### src/rtl/core/nms_pkg.sv
// Package for the nested medium stack: item types, the stack entry, cell
// control and chain types, and the float and id constants.
// No dependencies.
package nms_pkg;

  // Float bits of 1.0, used for the default outside index and empty transmittance.
  localparam logic [31:0] FLOAT_ONE = 32'h3F80_0000;
  // An object id of all ones marks an invalid object.
  localparam logic [31:0] BAD_ID = 32'hFFFF_FFFF;
  // Default stack depth.
  localparam int DEF_MAX_MEDIA = 8;

  // One surface hit.
  typedef struct packed {
    logic [31:0] geom_id;
    logic        from_front;
    logic        to_front;
    logic [31:0] albedo_red;
    logic [31:0] albedo_green;
    logic [31:0] albedo_blue;
    logic [31:0] ior_inside;
  } nms_in_t;

  // One result item.
  typedef struct packed {
    logic [31:0] outside_ior;
    logic [31:0] trans_red;
    logic [31:0] trans_green;
    logic [31:0] trans_blue;
    logic [3:0]  medium_count;
    logic        overflow;
    logic        exit_miss;
  } nms_out_t;

  // One stack entry as held by a cell.
  typedef struct packed {
    logic [31:0] id;
    logic [31:0] red;
    logic [31:0] green;
    logic [31:0] blue;
    logic [31:0] ior;
  } nms_entry_t;

  // Per-cell control from the top level.
  typedef struct packed {
    logic valid;   // cell holds a live entry
    logic load;    // take the new entry at this edge
    logic remove;  // a leaving hit is being applied at this edge
  } nms_ctrl_t;

  // Transmittance candidate handed down the chain.
  typedef struct packed {
    logic        hit;
    logic [31:0] red;
    logic [31:0] green;
    logic [31:0] blue;
  } nms_pick_t;

endpackage

### src/rtl/core/nms_cell.sv
// One cell of the medium stack: holds one entry, matches ids, shifts down
// on removal and picks the transmittance candidate. Depends on nms_pkg.
module nms_cell (
  input  logic                  clk,
  input  nms_pkg::nms_ctrl_t    ctrl,
  input  logic [31:0]           key,
  input  nms_pkg::nms_entry_t   new_entry,
  input  nms_pkg::nms_entry_t   upper_entry,
  input  logic                  found_in,
  output logic                  found_out,
  output logic                  hit,
  input  nms_pkg::nms_pick_t    pick_in,
  output nms_pkg::nms_pick_t    pick_out,
  output nms_pkg::nms_entry_t   entry
);
  import nms_pkg::*;

  // Id match on a live entry, and the first-match chain toward higher cells.
  assign hit       = ctrl.valid && (entry.id == key);
  assign found_out = found_in || hit;

  // Entry storage: append loads the new entry, removal pulls from above.
  always_ff @(posedge clk) begin
    if (ctrl.load) begin
      entry <= new_entry;
    end else if (ctrl.remove && found_out && ctrl.valid) begin
      entry <= upper_entry;
    end
  end

  // The lowest live entry with a valid id wins the transmittance.
  always_comb begin
    if (ctrl.valid && (entry.id != BAD_ID)) begin
      pick_out.hit   = 1'b1;
      pick_out.red   = entry.red;
      pick_out.green = entry.green;
      pick_out.blue  = entry.blue;
    end else begin
      pick_out = pick_in;
    end
  end

endmodule

### src/rtl/core/nested_medium_stack.sv
// Top level of the nested medium stack: handshakes, configuration register,
// entry count and the row of nms_cell instances. Depends on nms_pkg, nms_cell.
//
//   port group         direction  handshake           payload
//   in_valid/in_stall  input      accept: valid&!stall in_item  (nms_in_t)
//   out_valid/out_stall output    accept: valid&!stall out_item (nms_out_t)
//   cfg_write          input      write at edge       cfg_data (world_ior)
//
// The stack is searched and updated in the cells at the accept edge, and
// the finish state scans the updated row for the transmittance and loads
// the output register once it is free. The output register is free to
// wait on out_stall while the next item is accepted, unless a second
// result is ready before the first is taken. Reset empties the stack and
// restores world_ior to 1.0; entry contents are not cleared.
module nested_medium_stack #(
  parameter int MAX_MEDIA = nms_pkg::DEF_MAX_MEDIA
) (
  input  logic              clk,
  input  logic              rst,
  input  logic              in_valid,
  output logic              in_stall,
  input  nms_pkg::nms_in_t  in_item,
  output logic              out_valid,
  input  logic              out_stall,
  output nms_pkg::nms_out_t out_item,
  input  logic              cfg_write,
  input  logic [31:0]       cfg_data
);
  import nms_pkg::*;

  localparam int CW = $clog2(MAX_MEDIA + 1);
  localparam logic [CW-1:0] FULL = CW'(MAX_MEDIA);

  typedef enum logic [1:0] {
    ST_IDLE = 2'b01,
    ST_FIN  = 2'b10
  } state_t;

  state_t        state, state_next;
  logic [CW-1:0] count;
  logic [31:0]   world_ior;
  logic [31:0]   outside;
  logic          ovf;
  logic          miss;

  logic       accept;
  logic       entering;
  logic       leaving;
  logic       append_ok;
  logic       found_any;
  logic       out_load;
  logic [31:0] outside_now;

  nms_entry_t new_entry;
  nms_entry_t entries   [MAX_MEDIA];
  nms_ctrl_t  ctrl      [MAX_MEDIA];
  nms_pick_t  picks     [MAX_MEDIA];
  nms_pick_t  pick_top;
  logic       found     [MAX_MEDIA];
  logic       hits      [MAX_MEDIA];

  assign accept    = in_valid && !in_stall;
  assign in_stall  = (state != ST_IDLE);
  assign entering  = in_item.from_front && !in_item.to_front;
  assign leaving   = !in_item.from_front && in_item.to_front;
  assign append_ok = entering && (count != FULL);
  assign found_any = found[MAX_MEDIA-1];
  assign out_load  = (state == ST_FIN) && (!out_valid || !out_stall);

  assign new_entry.id    = in_item.geom_id;
  assign new_entry.red   = in_item.albedo_red;
  assign new_entry.green = in_item.albedo_green;
  assign new_entry.blue  = in_item.albedo_blue;
  assign new_entry.ior   = in_item.ior_inside;

  assign pick_top.hit   = 1'b0;
  assign pick_top.red   = FLOAT_ONE;
  assign pick_top.green = FLOAT_ONE;
  assign pick_top.blue  = FLOAT_ONE;

  // Row of cells; the match chain runs upward, the pick chain downward.
  for (genvar i = 0; i < MAX_MEDIA; i++) begin : g_cell
    assign ctrl[i].valid  = (CW'(i) < count);
    assign ctrl[i].load   = accept && append_ok && (count == CW'(i));
    assign ctrl[i].remove = accept && leaving;

    nms_cell u_cell (
      .clk         (clk),
      .ctrl        (ctrl[i]),
      .key         (in_item.geom_id),
      .new_entry   (new_entry),
      .upper_entry ((i == MAX_MEDIA - 1) ? new_entry : entries[(i + 1) % MAX_MEDIA]),
      .found_in    ((i == 0) ? 1'b0 : found[(i + MAX_MEDIA - 1) % MAX_MEDIA]),
      .found_out   (found[i]),
      .hit         (hits[i]),
      .pick_in     ((i == MAX_MEDIA - 1) ? pick_top : picks[(i + 1) % MAX_MEDIA]),
      .pick_out    (picks[i]),
      .entry       (entries[i])
    );
  end

  // Outside index from the stack as it stands before the update.
  always_comb begin
    if (!in_item.from_front) begin
      priority if (!found_any || (count == CW'(1))) begin
        outside_now = world_ior;
      end else if (hits[0]) begin
        outside_now = entries[1].ior;
      end else begin
        outside_now = entries[0].ior;
      end
    end else begin
      outside_now = (count == '0) ? world_ior : entries[0].ior;
    end
  end

  // Sequencer: accept in idle, deliver the result in the finish cycle.
  always_comb begin
    state_next = state;
    unique case (state)
      ST_IDLE: if (accept) state_next = ST_FIN;
      ST_FIN:  if (out_load) state_next = ST_IDLE;
      default: state_next = ST_IDLE;
    endcase
  end

  always_ff @(posedge clk) begin
    if (rst) begin
      state     <= ST_IDLE;
      count     <= '0;
      world_ior <= FLOAT_ONE;
      out_valid <= 1'b0;
    end else begin
      state <= state_next;
      if (cfg_write) begin
        world_ior <= cfg_data;
      end
      if (accept) begin
        if (append_ok) begin
          count <= count + CW'(1);
        end else if (leaving && found_any) begin
          count <= count - CW'(1);
        end
      end
      if (out_load) begin
        out_valid <= 1'b1;
      end else if (!out_stall) begin
        out_valid <= 1'b0;
      end
    end
  end

  // Per-item flags and outside index held until the finish cycle.
  always_ff @(posedge clk) begin
    if (accept) begin
      outside <= outside_now;
      ovf     <= entering && (count == FULL);
      miss    <= leaving && !found_any;
    end
  end

  // Output register, loaded from the updated row.
  always_ff @(posedge clk) begin
    if (out_load) begin
      out_item.outside_ior  <= outside;
      out_item.trans_red    <= picks[0].red;
      out_item.trans_green  <= picks[0].green;
      out_item.trans_blue   <= picks[0].blue;
      out_item.medium_count <= 4'({4'b0000, count});
      out_item.overflow     <= ovf;
      out_item.exit_miss    <= miss;
    end
  end

  // The count never exceeds the depth of the row.
  a_count_range: assert property (@(posedge clk) disable iff (rst)
    count <= FULL) else $error("medium count beyond stack depth");

  // An accepted item always moves to the finish cycle.
  a_accept_fin: assert property (@(posedge clk) disable iff (rst)
    accept |=> (state == ST_FIN)) else $error("accepted item not finishing");

  // A finish cycle with a free output register presents a result next.
  a_fin_load: assert property (@(posedge clk) disable iff (rst)
    out_load |=> out_valid) else $error("result not presented");

  // A hit can not both overflow and miss.
  a_flags: assert property (@(posedge clk) disable iff (rst)
    out_valid |-> !(out_item.overflow && out_item.exit_miss))
    else $error("overflow and exit miss together");

endmodule
### config.mk
export PLATFORM = sky130hd
export DESIGN_NAME = nested_medium_stack
export DESIGN_NICKNAME = d
export VERILOG_FILES = /design/src/rtl/core/nms_pkg.sv /design/src/rtl/core/nms_cell.sv /design/src/rtl/core/nested_medium_stack.sv
export SDC_FILE = /design/constraint.sdc
export NUM_CORES = 2
export LEC_CHECK = 0
export ABC_CLOCK_PERIOD_IN_PS = 39200
export BUFFER_PORTS_ARGS = -buffer_cell sky130_fd_sc_hd__buf_2
export CORE_ASPECT_RATIO = 1.5
export CORE_MARGIN = 2
export CORE_UTILIZATION = 60
export DETAILED_ROUTE_END_ITERATION = 10
export GPL_TIMING_DRIVEN = 0
export PLACE_DENSITY = 0.78
export SLEW_MARGIN = 20
export SYNTH_ARGS = -nofsm -noshare
export SYNTH_HDL_FRONTEND = slang
export SYNTH_HIERARCHICAL = 1
export SYNTH_SLANG_ARGS = --single-unit
### constraint.sdc
create_clock -name clk -period 39.2 [get_ports clk]
set_input_delay 5.88 -clock clk [delete_from_list [all_inputs] [get_ports clk]]
set_output_delay 5.88 -clock clk [all_outputs]
set_load 0.02 [all_outputs]
======== Word level (Yosys, flattened, before mapping) ========
Cells that the tools add are included.
operators by class
  multipliers ............................. 0
  $add $sub $neg .......................... 2
  divide/modulo/power cells ............... 0
  eq/ne operators ......................... 31
  magnitude comparators ................... 8
  bitwise logic cells ..................... 0
  reduce and logical (&&, ||, !) cells .... 77
  mux-type cells .......................... 35
  shift operators ......................... 0
operators with widths
  operator                                              number
  2-to-1 mux 160 bit                                    16
  2-to-1 mux 96 bit                                     8
  equality test 32 bit                                  8
  != test 32 bit (second input constant)                8
  2-to-1 mux 32 bit                                     4
  logical AND 1 bit                                     50
  nonzero test 2 bit                                    9
  equality test 4 x 3 -> 1 bit (second input constant)  4
  < comparator 3 x 4 -> 1 bit (first input constant)    4
  logical OR 1 bit                                      9
  equality test 4 x 2 -> 1 bit (second input constant)  2
  < comparator 1 x 4 -> 1 bit (first input constant)    2
  < comparator 2 x 4 -> 1 bit (first input constant)    2
  2-to-1 mux 4 bit                                      2
  logical NOT 1 bit                                     6
  adder 4 x 1 -> 4 bit (second input constant)          1
  equality test 4 x 1 -> 1 bit (second input constant)  1
  equality test 4 bit (second input constant)           1
  logical NOT 4 bit                                     1
  2-to-1 mux 2 bit                                      2
  != test 2 x 1 -> 1 bit (second input constant)        2
  != test 2 bit (second input constant)                 2
  != test 4 bit (second input constant)                 1
  one-hot mux 2 bit (2 select lines)                    1
  5 further kinds                                       7
storage, ports and cells
  input bits .............................. 199
  output and inout bits ................... 136
  flip-flop bits (word level) ............. 1487
  bits in latches ......................... 0
  memories ................................ 0
  bits in read-only memories .............. 0
  bits in writable memories ............... 0
  word-level logic and storage cells ...... 207

======== Depth between registers and ports, before layout ========
  depth in word-level cells ............... 13
  gate-level depth with buffers ........... 19
  gate-level depth less buffers ........... 18

======== By module ========
The synthesis kept the hierarchy.
modules (own cells, without submodules)
  module               instances  cells each  sequential area each (um2)  area an instance (um2)
  nms_cell             8          507         4804.6                      8299.2
  nested_medium_stack  1          432         5825.6                      7478.4

======== Worst setup path after synthesis ========
Ideal clock, no wire load.
  path type ............................... in2reg
  start point ............................. input in_item[129] (netlist bit)
  end point ............................... register g_cell[0].u_cell/entry[0] (netlist bit), enable pin
  setup slack ............................. 20289 ps
  path buffers ............................ 1
  library setup time ...................... 901 ps
  required time ........................... 38299 ps
  data arrival time ....................... 18010 ps
  stages on the path ...................... 5
  path through ............................ buf_2 -> nand2b_1 -> nor2_1 -> nand2_1 -> o21ai_0
RTL lines
  item                  RTL line                   RTL
  from (decl)           nested_medium_stack.sv:22  input nms_pkg::nms_in_t in_item,
  to (signal assigned)  nms_cell.sv:25             entry <= new_entry;
  to (signal assigned)  nms_cell.sv:27             entry <= upper_entry;
  to (decl)             nms_cell.sv:14             output nms_pkg::nms_entry_t entry

==> results_dict.tcl <==
set metrics [dict create \
    critPathMaxFanout 18 \
    hold_viol 0 \
    grt_pass1_vias 43800 \
    multiInputGateArea_sq_um 28600 \
    globalRouteTotalUtil_pct 28.2 \
    post-route-period-util_pct 25.9 \
    numPortBuffers 333 \
    clk_latency_ns 0.78 \
    grt_start_max_net_pins 35 \
    rows 157 \
    worst_pin_slew_ns 1.18 \
    vdd_drop_max_mv 0.0400 \
    drv_slew 0 \
    mostFrequentLayoutCells "1,818 x mux2_2, 1,448 x edfxtp_1, 463 x buf_2" \
    netlist_instances 4466 \
    max-cap-violations 0 \
    synth_area_per_cell_sq_um 16.5 \
    nNetsFinal 5330 \
    antenna_found_initial 28 \
    cts_buffers 143 \
    finalSetupTns_ns 0 \
    num-fill-cells 8342 \
    core-area_sq_um 122000 \
    finClkSkew_ns 0.0276 \
    drtAntennaViolNets 0 \
    start_util_pct 60.5 \
    setup_violations 0 \
    viasPerCell 5.98 \
    min_period_ns 10.15 \
    register_area_sq_um 44300 \
    cp.arrival_ns 10.62 \
    hold_buffers 0 \
    first_pass_iters 7 \
    leakage_nw 28.0 \
    ctsLongestPathBuffers 3 \
    final_common_cell "mux2_2" \
    crit_path_end_kind "flip-flop" \
    crit_required_ns 39.67 \
    fmax_mhz 98.6 \
    grt.overflow.total 0 \
    htree_levels 4 \
    path_clk_slew_ns 0.06 \
    gp_congestion 0.900 \
    grt_pass1_wl_mm 266 \
    rsz0062_at_grt "no" \
    layout-drive-gt1-share_pct 50.3 \
    drt_iter0_drc 2718 \
    startpoint_type "primary input" \
    cts_num_sinks 1487 \
    yosysWarnings 6 \
    routed_wl_mm 177 \
    cts_tree "yes" \
    io_pins 335 \
    wl_per_cell_um 25.9 \
    die_h_um 433 \
    cellPowerDensity_nw_per_um2 40.2 \
    root_buffer "clkbuf_16" \
    slew-limit-headroom_pct 21.1 \
    cts.repair.resized 0 \
    layout-area-overhead-vs-synth_pct 14.8 \
    route.vias.total 40900 \
    drc 0 \
    min_path_type "flip-flop to flip-flop" \
    path_class "primary input to flip-flop" \
    synthesis.area_sq_um 73800 \
    finalInstanceArea_sq_um 84700 \
    status "completed" \
    cts_setup_buffers 0 \
    place.detailed.hpwl_mm 129 \
    placed_area_sq_um 80100 \
    die_area_sq_um 126000 \
    die_w_um 290 \
]
per-layer routing:
metal	global-route usage (%)	wire length [um]	up-vias	share of wire, %
met2	51.7	93700	1135	53
met3	4.87	9230	415	5.2
li1	-	-	18700	-
met5	0	196	-	0.11
met4	14.2	9110	32	5.1
met1	31.6	65000	20600	37
final timing paths:
path / startpoint / endpoint / slack (ns) / depth (start not counted)
setup / recovery: in_valid / g_cell[5].u_cell/entry[55]$_DFFE_PP_ / 29.05 / 16
hold / removal: outside[9]$_DFFE_PN_ / out_item[111]$_DFFE_PP_ / 0.41 / 0
setup reg to reg: count[0]$_SDFFE_PP0P_ / g_cell[5].u_cell/entry[55]$_DFFE_PP_ / 33.32 / 17
hold reg to reg: outside[9]$_DFFE_PN_ / out_item[111]$_DFFE_PP_ / 0.41 / 0
state kept, by name (all words and copies together) (netlist names):
register             count
g_cell.u_cell/entry   1280
out_item               134
outside                 32
world_ior               32
count                    4
state                    2
miss                     1
out_valid                1
ovf                      1
cell type report:
class / instances / area share, %
multi-input combinational: 2821 / 33.8
sequential: 1487 / 52.3
inverter: 8 / 0.0355
timing repair buffer: 418 / 4.60
buffer: 246 / 1.60
clock inverter: 83 / 0.832
tap: 1590 / 2.35
antenna: 14 / 0.0414
clock buffer: 173 / 4.46
power breakdown:
group,total [mW],internal [mW],switching (mW)
sequential,1.76,1.76,0.00826
combinational,0.294,0.145,0.149
clock,1.34,0.747,0.596
total,3.40,2.65,0.753
metrics by stage:
stage | setup WS (ns) | cells | hold WS, ns | power, mW | utilization [%]
after floorplan | 20.29 | 4562 | 0.400 | 1.99 | -
after global placement | 10.64 | 6485 | 0.404 | 2.09 | 63.8
after detailed placement | 28.29 | 6570 | 0.405 | 2.09 | 65.7
after CTS | 29.17 | 6826 | 0.414 | 3.43 | 69.4
after global routing | 29.01 | 6831 | 0.415 | 3.50 | 69.4
final | 29.05 | 6840 | 0.407 | 3.40 | 69.4
critical path, stage by stage:
cell      delay [ns]
buf_2           0.10
nand3b_4        0.13
and4bb_1        0.35
buf_6           0.15
nand3b_1        0.12
nor3_1          0.16
clkbuf_1        0.86
clkbuf_1        0.95
buf_2           0.44
a31oi_1         0.12
o21ai_4         0.30
buf_16          0.23
buf_16          0.18
buf_16          0.19
buf_16          0.19
buf_16          0.19
(Power assumes the default switching activity.)
